### config.mk
export PLATFORM = sky130hd
export DESIGN_NAME = jsonl_string_field_extractor
export DESIGN_NICKNAME = d
export VERILOG_FILES = /design/src/rtl/core/jsfe_pkg.sv /design/src/rtl/core/jsfe_front.sv /design/src/rtl/core/jsfe_fifo.sv /design/src/rtl/core/jsfe_back.sv /design/src/rtl/core/jsonl_string_field_extractor.sv
export SDC_FILE = /design/constraint.sdc
export NUM_CORES = 1
export LEC_CHECK = 0
export BUFFER_PORTS_ARGS = -buffer_cell sky130_fd_sc_hd__buf_2
export CAP_MARGIN = 30
export CORE_UTILIZATION = 40
export CTS_BUF_LIST = sky130_fd_sc_hd__clkbuf_2 sky130_fd_sc_hd__clkbuf_4 sky130_fd_sc_hd__clkbuf_8
export DETAILED_ROUTE_END_ITERATION = 7
export GPL_ROUTABILITY_DRIVEN = 0
export MAX_ROUTING_LAYER = met4
export PLACE_DENSITY = 0.7
export REMOVE_ABC_BUFFERS = 1
export SLEW_MARGIN = 10
export SYNTH_ARGS = -nofsm -noshare
export SYNTH_HDL_FRONTEND = slang
export SYNTH_SLANG_ARGS = --single-unit
### constraint.sdc
create_clock -name i_clk -period 3 [get_ports i_clk]
set_input_delay 0.15 -clock i_clk [delete_from_list [all_inputs] [get_ports i_clk]]
set_output_delay 0.15 -clock i_clk [all_outputs]
set_load 0.005 [all_outputs]
### src/rtl/core/jsfe_pkg.sv
// ============================================================================
// jsfe_pkg: shared types and constants for the JSONL string field extractor
// Character codes, result kinds, key pattern and the command word that
// travels from the parser front to the result back end.
// ============================================================================
package jsfe_pkg;

    // width of the line index on the result port
    localparam int LINE_INDEX_WIDTH = 32;

    // depth of the command queue between front and back
    localparam int CMD_DEPTH = 4;
    localparam int CMD_AW    = $clog2(CMD_DEPTH);

    // key pattern  "s": "  is six bytes long
    localparam logic [2:0] KEY_LEN = 3'd6;

    // character codes
    localparam logic [7:0] CH_NL     = 8'd10;
    localparam logic [7:0] CH_QUOTE  = 8'd34;
    localparam logic [7:0] CH_BSLASH = 8'd92;
    localparam logic [7:0] CH_N      = 8'd110;

    // result kinds
    localparam logic [1:0] KIND_BYTE = 2'd0;
    localparam logic [1:0] KIND_WARN = 2'd1;
    localparam logic [1:0] KIND_ERR  = 2'd2;

    // one accepted byte that yields results: first result plus optional
    // trailing newline (always a kind-0 byte 10 on the same line)
    typedef struct packed {
        logic                        two;
        logic [7:0]                  data;
        logic [1:0]                  kind;
        logic [LINE_INDEX_WIDTH-1:0] line;
    } t_cmd;

    // key byte at a given match position
    function automatic logic [7:0] key_char(input logic [2:0] idx);
        logic [7:0] c;
        case (idx)
            3'd0:    c = CH_QUOTE;
            3'd1:    c = 8'd115;
            3'd2:    c = CH_QUOTE;
            3'd3:    c = 8'd58;
            3'd4:    c = 8'd32;
            3'd5:    c = CH_QUOTE;
            default: c = 8'd0;
        endcase
        return c;
    endfunction

endpackage

### src/rtl/core/jsfe_front.sv
// ============================================================================
// jsfe_front: byte parser
// Tracks key matching, string, escape, skip and halt phases per line and
// turns each accepted byte into at most one command word.
// ============================================================================
module jsfe_front (
    input  logic          i_clk,
    input  logic          i_rst_n,
    input  logic          i_accept,
    input  logic [7:0]    i_byte,
    output logic          o_cmd_valid,
    output jsfe_pkg::t_cmd o_cmd
);
    import jsfe_pkg::*;

    typedef enum logic [2:0] {
        PH_SEARCH,
        PH_STRING,
        PH_ESCAPE,
        PH_SKIP,
        PH_HALT
    } t_phase;

    t_phase                      r_phase, n_phase;
    logic [2:0]                  r_match, n_match;
    logic [LINE_INDEX_WIDTH-1:0] r_line, n_line;
    logic                        n_valid;
    t_cmd                        n_cmd;

    // next-state and command decode
    always_comb begin
        n_phase      = r_phase;
        n_match      = r_match;
        n_line       = r_line;
        n_valid      = 1'b0;
        n_cmd.two    = 1'b0;
        n_cmd.data   = 8'd0;
        n_cmd.kind   = KIND_BYTE;
        n_cmd.line   = r_line;
        case (r_phase)
            PH_SEARCH: begin
                if (i_byte == CH_NL) begin
                    n_valid    = 1'b1;
                    n_cmd.kind = KIND_ERR;
                    n_phase    = PH_HALT;
                end else begin
                    if (i_byte == key_char(r_match)) begin
                        n_match = r_match + 3'd1;
                    end else begin
                        n_match = (i_byte == CH_QUOTE) ? 3'd1 : 3'd0;
                    end
                    if (n_match == KEY_LEN) begin
                        n_phase = PH_STRING;
                        n_match = 3'd0;
                    end
                end
            end
            PH_STRING: begin
                if (i_byte == CH_QUOTE) begin
                    n_valid    = 1'b1;
                    n_cmd.data = CH_NL;
                    n_phase    = PH_SKIP;
                end else if (i_byte == CH_BSLASH) begin
                    n_phase = PH_ESCAPE;
                end else if (i_byte == CH_NL) begin
                    // raw newline plus terminating newline
                    n_valid    = 1'b1;
                    n_cmd.two  = 1'b1;
                    n_cmd.data = CH_NL;
                    n_phase    = PH_SEARCH;
                    n_match    = 3'd0;
                    n_line     = r_line + 1'b1;
                end else begin
                    n_valid    = 1'b1;
                    n_cmd.data = i_byte;
                end
            end
            PH_ESCAPE: begin
                n_phase = PH_STRING;
                n_valid = 1'b1;
                if (i_byte == CH_BSLASH || i_byte == CH_QUOTE) begin
                    n_cmd.data = i_byte;
                end else if (i_byte == CH_N) begin
                    n_cmd.data = CH_NL;
                end else if (i_byte == CH_NL) begin
                    // warning for the dangling backslash, then line end
                    n_cmd.two  = 1'b1;
                    n_cmd.kind = KIND_WARN;
                    n_cmd.data = CH_NL;
                    n_phase    = PH_SEARCH;
                    n_match    = 3'd0;
                    n_line     = r_line + 1'b1;
                end else begin
                    n_cmd.kind = KIND_WARN;
                    n_cmd.data = i_byte;
                end
            end
            PH_SKIP: begin
                if (i_byte == CH_NL) begin
                    n_phase = PH_SEARCH;
                    n_match = 3'd0;
                    n_line  = r_line + 1'b1;
                end
            end
            PH_HALT: begin
                n_phase = PH_HALT;
            end
            default: begin
                n_phase = PH_HALT;
            end
        endcase
    end

    // state and registered command output
    always_ff @(posedge i_clk) begin
        if (!i_rst_n) begin
            r_phase     <= PH_SEARCH;
            r_match     <= 3'd0;
            r_line      <= '0;
            o_cmd_valid <= 1'b0;
        end else begin
            o_cmd_valid <= i_accept && n_valid;
            if (i_accept) begin
                r_phase <= n_phase;
                r_match <= n_match;
                r_line  <= n_line;
            end
        end
        if (i_accept) begin
            o_cmd <= n_cmd;
        end
    end

    // matcher never rests at full key length
    a_match_range: assert property (@(posedge i_clk) disable iff (!i_rst_n)
        r_match < KEY_LEN)
        else $error("key match progress out of range");

    // halt lasts until reset
    a_halt_sticky: assert property (@(posedge i_clk) disable iff (!i_rst_n)
        r_phase == PH_HALT |=> r_phase == PH_HALT)
        else $error("left halt without reset");

endmodule

### src/rtl/core/jsfe_fifo.sv
// ============================================================================
// jsfe_fifo: command queue
// Small queue that decouples the parser front from the result back end.
// ============================================================================
module jsfe_fifo (
    input  logic           i_clk,
    input  logic           i_rst_n,
    input  logic           i_wr,
    input  jsfe_pkg::t_cmd i_wdata,
    output logic           o_full,
    input  logic           i_rd,
    output jsfe_pkg::t_cmd o_rdata,
    output logic           o_empty
);
    import jsfe_pkg::*;

    t_cmd          r_mem [CMD_DEPTH];
    logic [CMD_AW-1:0] r_wptr, r_rptr;
    logic [CMD_AW:0]   r_count;
    logic              wr_ok, rd_ok;

    assign o_full  = (r_count == (CMD_AW+1)'(CMD_DEPTH));
    assign o_empty = (r_count == '0);
    assign wr_ok   = i_wr && !o_full;
    assign rd_ok   = i_rd && !o_empty;
    assign o_rdata = r_mem[r_rptr];

    // storage
    always_ff @(posedge i_clk) begin
        if (wr_ok) begin
            r_mem[r_wptr] <= i_wdata;
        end
    end

    // pointers and fill count
    always_ff @(posedge i_clk) begin
        if (!i_rst_n) begin
            r_wptr  <= '0;
            r_rptr  <= '0;
            r_count <= '0;
        end else begin
            if (wr_ok) r_wptr <= r_wptr + 1'b1;
            if (rd_ok) r_rptr <= r_rptr + 1'b1;
            case ({wr_ok, rd_ok})
                2'b10:   r_count <= r_count + 1'b1;
                2'b01:   r_count <= r_count - 1'b1;
                default: r_count <= r_count;
            endcase
        end
    end

    // a write must never find the queue full
    a_no_overflow: assert property (@(posedge i_clk) disable iff (!i_rst_n)
        i_wr |-> !o_full)
        else $error("command queue overflow");

endmodule

### src/rtl/core/jsfe_back.sv
// ============================================================================
// jsfe_back: result sequencer
// Pops command words into an output register, one result per cycle while pop
// is held; a two-result command adds the trailing newline next.
// ============================================================================
module jsfe_back (
    input  logic                                  i_clk,
    input  logic                                  i_rst_n,
    input  logic                                  i_cmd_empty,
    input  jsfe_pkg::t_cmd                        i_cmd,
    output logic                                  o_cmd_rd,
    input  logic                                  i_pop,
    output logic                                  o_empty,
    output logic [7:0]                            o_out_byte,
    output logic [1:0]                            o_kind,
    output logic [jsfe_pkg::LINE_INDEX_WIDTH-1:0] o_line_index,
    output logic                                  o_is_last
);
    import jsfe_pkg::*;

    logic r_valid;
    logic r_pend;
    logic load_ok;

    // output slot may be refilled when empty or being taken
    assign load_ok  = !r_valid || i_pop;
    assign o_cmd_rd = load_ok && !r_pend && !i_cmd_empty;
    assign o_empty  = !r_valid;

    always_ff @(posedge i_clk) begin
        if (!i_rst_n) begin
            r_valid <= 1'b0;
            r_pend  <= 1'b0;
        end else if (load_ok) begin
            if (r_pend) begin
                r_valid <= 1'b1;
                r_pend  <= 1'b0;
            end else begin
                r_valid <= !i_cmd_empty;
                r_pend  <= !i_cmd_empty && i_cmd.two;
            end
        end
        // payload
        if (load_ok) begin
            if (r_pend) begin
                o_out_byte <= CH_NL;
                o_kind     <= KIND_BYTE;
                o_is_last  <= 1'b1;
            end else if (!i_cmd_empty) begin
                o_out_byte   <= i_cmd.data;
                o_kind       <= i_cmd.kind;
                o_line_index <= i_cmd.line;
                o_is_last    <= !i_cmd.two;
            end
        end
    end

    // a pending newline exists exactly while a non-last word is shown
    a_pend_match: assert property (@(posedge i_clk) disable iff (!i_rst_n)
        r_pend == (r_valid && !o_is_last))
        else $error("pending newline out of step with output word");

    // the trailing newline follows its first word on the same line
    a_second_line: assert property (@(posedge i_clk) disable iff (!i_rst_n)
        r_pend && i_pop |=> r_valid && o_is_last && $stable(o_line_index))
        else $error("trailing newline lost or on wrong line");

endmodule

### src/rtl/core/jsonl_string_field_extractor.sv
// ============================================================================
// jsonl_string_field_extractor: string value extractor for JSON lines
// Finds the "s": " key in each line, emits the unescaped string value
// with a newline, warns on bad escapes and halts on a line without key.
// ============================================================================
//
//  channel  | handshake        | words
//  ---------+------------------+-----------------------------------------
//  input    | push / full      | i_in_byte
//  results  | empty / pop      | o_out_byte, o_kind, o_line_index, o_is_last
//
//  One input byte per cycle while full is low; a byte giving two results
//  gives two output words. The parser registers its command on accept; it then
//  passes the queue and the output register. A four-word command queue lets the
//  parser run while the output stalls; full rises when it fills or when one
//  slot is left and a word is in flight. Synchronous active-low reset clears
//  phase, line count and all queues.
module jsonl_string_field_extractor (
    input  logic                                  i_clk,
    input  logic                                  i_rst_n,
    input  logic                                  push,
    output logic                                  full,
    input  logic [7:0]                            i_in_byte,
    output logic                                  empty,
    input  logic                                  pop,
    output logic [7:0]                            o_out_byte,
    output logic [1:0]                            o_kind,
    output logic [jsfe_pkg::LINE_INDEX_WIDTH-1:0] o_line_index,
    output logic                                  o_is_last
);
    import jsfe_pkg::*;

    logic q_full, q_empty, q_rd, cmd_valid, accept;
    logic q_count_hi;
    t_cmd cmd_w, cmd_r;

    // reserve a queue slot for the word in flight from the front
    assign full   = q_full || (cmd_valid && q_count_hi);
    assign accept = push && !full;

    jsfe_front u_front (
        .i_clk       (i_clk),
        .i_rst_n     (i_rst_n),
        .i_accept    (accept),
        .i_byte      (i_in_byte),
        .o_cmd_valid (cmd_valid),
        .o_cmd       (cmd_w)
    );

    jsfe_fifo u_fifo (
        .i_clk   (i_clk),
        .i_rst_n (i_rst_n),
        .i_wr    (cmd_valid),
        .i_wdata (cmd_w),
        .o_full  (q_full),
        .i_rd    (q_rd),
        .o_rdata (cmd_r),
        .o_empty (q_empty)
    );

    // track whether the queue is one short of full
    logic [CMD_AW:0] r_level;
    always_ff @(posedge i_clk) begin
        if (!i_rst_n) begin
            r_level <= '0;
        end else begin
            case ({cmd_valid && !q_full, q_rd && !q_empty})
                2'b10:   r_level <= r_level + 1'b1;
                2'b01:   r_level <= r_level - 1'b1;
                default: r_level <= r_level;
            endcase
        end
    end
    assign q_count_hi = (r_level == (CMD_AW+1)'(CMD_DEPTH - 1));

    jsfe_back u_back (
        .i_clk        (i_clk),
        .i_rst_n      (i_rst_n),
        .i_cmd_empty  (q_empty),
        .i_cmd        (cmd_r),
        .o_cmd_rd     (q_rd),
        .i_pop        (pop),
        .o_empty      (empty),
        .o_out_byte   (o_out_byte),
        .o_kind       (o_kind),
        .o_line_index (o_line_index),
        .o_is_last    (o_is_last)
    );

endmodule

# Word level (Yosys, flattened, before mapping)
# Memories as Yosys holds them, arrays and structs flattened. A register that Yosys moved wholly into a read port is not among the register bits.
# Cells that the tools add are included.
# W data, S select, Z words.
[word_totals] out_inout_bits=45 regBits=137 word_cells=142 mem_bits_rw=172 memories=1 inputBits=12
[op_classes] addsub=8 bitwise_logic=2 eq_ne=25 n_reduce_logical=29 n_mux=59
[memory_table] memory="u_fifo.r_mem" depth=4 word_bits=43 read_ports=1 rd_ports_with_merged_regs=1 wr=1 line_no="jsfe_fifo.sv:17" rtl="t_cmd r_mem [CMD_DEPTH];"
[ops] cell="$mux W32" count=5
[ops] cell="$pmux W32 S3" count=1
[ops] cell="$mux W8" count=7
[ops] cell="$mux W3" count=17
[ops] cell="$add A32 B1 Y32 const B" count=1
[ops] cell="$pmux W7 S4" count=1
[ops] cell="$pmux W3 S4" count=2
[ops] cell="$pmux W9 S2" count=1
[ops] cell="$eq A8 B7 Y1 const B" count=2
[ops] cell="$eq A3 B2 Y1 const B" count=5
[ops] cell="$mux W1" count=13
[ops] cell="$eq A3 B3 Y1 const B" count=4
[ops] cell="$mux W2" count=6
[ops] cell="$ne A2 B2 Y1 const B" count=6
[ops] cell="$pmux W3 S2" count=2
[ops] cell="$mux W10" count=1
[ops] cell="$add A3 B1 Y3 const B" count=3
[ops] cell="$logic_not A3 Y1" count=3
[ops] cell="$mux W9" count=1
[ops] cell="$eq A8 B4 Y1 const B" count=1
[ops] cell="$eq A8 B6 Y1 const B" count=1
[ops] cell="$eq A8 B8 Y1" count=1
[ops] cell="$logic_and A1 B1 Y1" count=8
[ops] cell="$reduce_and A7 Y1" count=1
[ops] cell="18 further kinds" count=30

# Longest topological paths before layout
[logic_depth] ltp_word=13 mapped_depth=9 ltp_nobuf=8

# By module
# Synthesis repeated with hierarchy kept, for this count alone.
[unflattened] cells_unflattened=690 area_unflattened_um2=12016.5
[by_module_without_submodules] mod="jsfe_fifo" seq_area_each_um2=5345.1 area_each_um2=6742.7 n_inst=1 cells_per_inst=279
[by_module_without_submodules] mod="jsfe_front" seq_area_each_um2=2072.0 area_each_um2=3594.7 n_inst=1 cells_per_inst=324
[by_module_without_submodules] mod="jsfe_back" seq_area_each_um2=1331.3 area_each_um2=1493.9 n_inst=1 cells_per_inst=68
[by_module_without_submodules] mod="jsonl_string_field_extractor" seq_area_each_um2=60.1 area_each_um2=185.2 n_inst=1 cells_per_inst=19

# Worst setup path after synthesis
# OpenSTA, ideal clock, no wires.
[synth_timing] path_kind="flip-flop to flip-flop" from="register u_back.r_pend" to="register u_back.o_line_index[0] in the netlist's numbering (enable)" n_path_buf=1 slack_ns=-0.245 stages_incl_launch_ff=3 setup_ns=0.461 required_time_ns=2.539 arrival_ns=2.784 period_less_slack_ns=3.245 path_cell_list="dfxtp_1 -> buf_1 -> nor3_1"
[synth_via] elab_chain_len=2
[synth_rtl] item="start, declared" line_no="jsfe_back.sv:22" rtl="logic r_pend;"
[synth_rtl] item="start signal, assigned" line_no="jsfe_back.sv:40" rtl="r_pend <= !i_cmd_empty && i_cmd.two;"
[synth_rtl] item="$not A1 Y1 (no line)"
[synth_rtl] item="$reduce_and A3 Y1 (no line)"
[synth_rtl] item="end signal, assigned" line_no="jsfe_back.sv:52" rtl="o_line_index <= i_cmd.line;"
[synth_rtl] item="end, declared" line_no="jsfe_back.sv:16" rtl="output logic [jsfe_pkg::LINE_INDEX_WIDTH-1:0] o_line_index,"
# Every way passes these cells.
# A chain may end at the register's enable or synchronous reset.

# Worst setup path after layout
[layout_timing] from="register u_front.r_match[0]" to="register u_front.r_match[0]"
[layout_via] elab_chain_len=13 elab_cells_between_ends=24 classes_between="1 x add/sub; 7 x eq/ne; 14 x mux; 2 x reduce/logical"
[layout_rtl] item="start, declared" line_no="jsfe_front.sv:25" rtl="logic [2:0] r_match, n_match;"
[layout_rtl] item="start signal, assigned" line_no="jsfe_front.sv:125" rtl="r_match <= n_match;"
[layout_rtl] item="$eq A3 B2 Y1, or another cell as far along" line_no="jsfe_pkg.sv:41" rtl="case (idx)"
[layout_rtl] item="$reduce_or A3 Y1 (no line)"
[layout_rtl] item="$pmux W7 S4" line_no="jsfe_pkg.sv:41"
[layout_rtl] item="$mux W8" line_no="jsfe_front.sv:42" rtl="if (i_byte == CH_NL) begin"
[layout_rtl] item="$mux W8" line_no="jsfe_front.sv:40" rtl="case (r_phase)"
[layout_rtl] item="$eq A8 B8 Y1" line_no="jsfe_front.sv:47" rtl="if (i_byte == key_char(r_match)) begin"
[layout_rtl] item="$mux W3" line_no="jsfe_front.sv:47"
[layout_rtl] item="$mux W3" line_no="jsfe_front.sv:42"
[layout_rtl] item="$mux W3" line_no="jsfe_front.sv:40"
[layout_rtl] item="$eq A3 B3 Y1" line_no="jsfe_front.sv:52" rtl="if (n_match == KEY_LEN) begin"
[layout_rtl] item="$mux W3" line_no="jsfe_front.sv:52"
[layout_rtl] item="$mux W3" line_no="jsfe_front.sv:42"
[layout_rtl] item="$pmux W3 S4 (*)" line_no="jsfe_front.sv:40"
# Mark *: on every way between the ends. The rest lies on a longest branch, timed or not. The select of a mux whose other input is x is not followed.

==> metrics <==
hold wc startpoint i_in_byte[6]; crit end category register; final WL 21,200 um; Mean Syn Cell Area 16.9 um2; maxcap violations 0; CORE AREA 29,600 um2; Post-synth EDFFs approximately 260; list of most frequent post-synthesis cells 258 x edfxtp_1, 53 x dfxtp_1, 43 x mux4_2, 36 x nand2_1, 30 x nor2_1; Setup CP Type reg2reg; DRT iter0 DRCs 382; Arr. time, crit path 2.99 ns; H-tree depth 2; status completed; CP peak stage delay 0.52 ns; TritonCTS sink count just over 300; Die H approximately 180 um; CP dominant cell by count ha_1; die area 30,700 um2; clock tree buffer depth 3; CTS tree yes; Max Clock Freq 394 MHz; combinational power share 12.8%; Vias/cell approximately 5.1; RSZ-0062 raised after global routing false; Detailed Place HPWL 13,200 um; power share of the clock group roughly a third; Max VDD drop 0.306 mV; first-pass GRT wire length 34,100 um; all-layer global routing usage between 10 and 15%; clk_lat worst skew ~0.56 ns; Clock Root Buffer clkbuf_8; Reg area 8810 um2; Clock Pin Slew Worst Setup and Hold Paths 0.06 ns; Area Growth Syn to Fin 15.2%; pwr/cell area 711 nW/um2; Slowest-stage cell, CP a2111oi_1; worst hold path type in2reg; Final Hold Vio Count 0; post-route cell area 13,800 um2; Post-CTS Resized 0; Ys Warns 0; Netlist Area Pre-Place 12,000 um2; reg2reg start u_front.r_match[0]; largest net degree at the start of global routing between 40 and 50; critical-path cell list ha_1, ha_1, xor2_1, or4_1, a2111oi_1, buf_4, a211oi_1, nand3b_1; Post-synth top flop edfxtp_1; fin. max-slew vios 0; Lkg Pwr 0.00456 uW; CTS Buf Count 46; Worst Max-Slew Pin Slew between 0.6 and 0.7 ns; Worst slew margin between 50% and 60%; antenna violations before repair 0; register area share after synthesis 73.4%; critical path required time approximately 3.5 ns; type of origin of the critical path register; Initial Utilization 40.6%; area of the multi-input gates between 2000 and 3000 um2; Final setup viols 0; fillers roughly 2,500; worst-path maximum fanout 8; GRT Residual Overflow 0; asr flop ratio synth 0%; Unique masters post-synth 59; Critical Path Start u_front.r_match[0]; drt wl/cell about 17 um; dominant cell type by area after synthesis edfxtp_1; Final Cycle Share 84.6%; Seq pwr share 53.3%; top-count cell post-synth edfxtp_1; Row Count 63; Int Pwr 7450 uW; top post-synthesis cells by area edfxtp_1 65%, dfxtp_1 8.8%, mux4_2 8.1%; Die Span X 175 um; I/O pin count 57; via count 6,353; NumNets Final 836; Residual DRC 0; Antenna diodes 0; Buffers on Ports 56; Final WS setup 0.461 ns; top-area cell type share of the netlist area 64.6%; Layout Skew 0.0173 ns; switching power around 2400 uW; fraction of layout cells with a size suffix above 1 26.6%; DRT Pass-1 Iters 4; vias in the first global route 6,492; min Tclk post-route 2.54 ns; Net Sw Frac around a quarter; post-route ant nets 0; post-synthesis register bit count about 310; placed cell area 12,800 um2; Post-Syn Instances 709; Placement Setup Slack 0.506 ns
[layer usage]
layer  GRT usage [%]  vias to the layer above  wire [um]  part of all wire, %
li1                -                     2988          -                    -
met1            18.1                     3177       9020                   43
met2            23.8                      142      10700                   50
met3            2.76                       46        999                  4.7
met5               -                        -          0                    0
met4            5.22                        0        493                  2.3
[power by group through the flow]
stage	Combinational, uW	Clock (uW)	Sequential, uW
detailed placement	1290	0	5330
global placement	1280	0	5320
global route	1400	3600	5260
floorplan	677	0	5420
CTS	1300	3410	5240
finish	1260	3330	5230
[critical path: cells and delay by family, from the launching register on]
kind	cells	cell delay [ns]
AND/OR/NAND/NOR	2	0.56
AO/OA/AOI/OAI	2	0.59
XOR/XNOR	1	0.09
flip-flops	1	0.47
buffers and inverters	1	0.22
adder cells (fa/ha/maj)	2	0.48
[flip-flops by register name, indices dropped and copies added, names as in the netlist, named ones only]
signal and flops:
u_fifo.r_rptr 2, u_front.o_cmd_valid 1, u_front.r_phase 3, u_front.o_cmd 43
r_level 3, u_front.r_match 3, u_back.o_is_last 1, u_front.r_line 32
u_fifo.r_mem 172, u_back.o_kind 2, u_fifo.r_count 3, u_back.o_line_index 32
u_back.r_valid 1, u_fifo.r_wptr 2, u_back.r_pend 1, u_back.o_out_byte 8
[cells in the final DEF, fill, tap and decap left out, types with 11 or more instances in the layout]
master and n:
a21oi_1 15, buf_2 56, buf_4 20, clkbuf_4 14
clkbuf_8 52, dfxtp_1 51, edfxtp_1 258, ha_1 11
inv_1 25, mux4_2 43, nand2_1 36, nand2b_1 16
nand3_1 18, nor2_1 30, nor2b_1 12, o21ai_0 11
[kinds of logic after synthesis]
group                      Yosys count  share of synthesized area (%)
muxes                               49                           8.57
AOI/OAI and AO/OA                   78                           4.83
adders and majority gates           13                           1.48
xor gates and xnor gates            14                           1.02
buffers and inverters               55                           1.80
and+or+nand+nor                    189                           8.86
DFF                                311                           73.4
[per-stage QoR]
stage	power [uW]	instances	setup TNS [ns]	hold WS (ns)	utilization (%)
finish	9820	1239	0	0.0272	46.7
detailed placement	6620	1146	0	0.452	43.4
global route	10300	1239	0	0.00892	46.7
CTS	9950	1239	0	0.000517	46.7
floorplan	6100	679	-12.26	0.289	-
global placement	6600	1146	0	0.434	43.4
[cell type report]
type | count | area share, %
flip-flops and latches | 311 | 63.8
multi-input cells | 343 | 21.6
clock buffers | 66 | 5.94
repair buffers | 84 | 3.77
well taps | 390 | 3.53
clock inverters | 20 | 0.733
inverters | 25 | 0.679
[final timing paths]
path                            depth (start not counted)                 end  slack, ns
worst min-delay path                                    2   u_front.o_cmd[40]       0.03
worst min register to register                          0   u_front.o_cmd[31]       0.47
worst max register to register                          8  u_front.r_match[0]       0.46
worst max-delay path                                    8  u_front.r_match[0]       0.46
[repair_timing]
item                                   CTS  global route
hold buffers                             7             0
endpoints found under the hold margin   11             0
buffers inserted                         0             0
(Power assumes the default switching activity.)
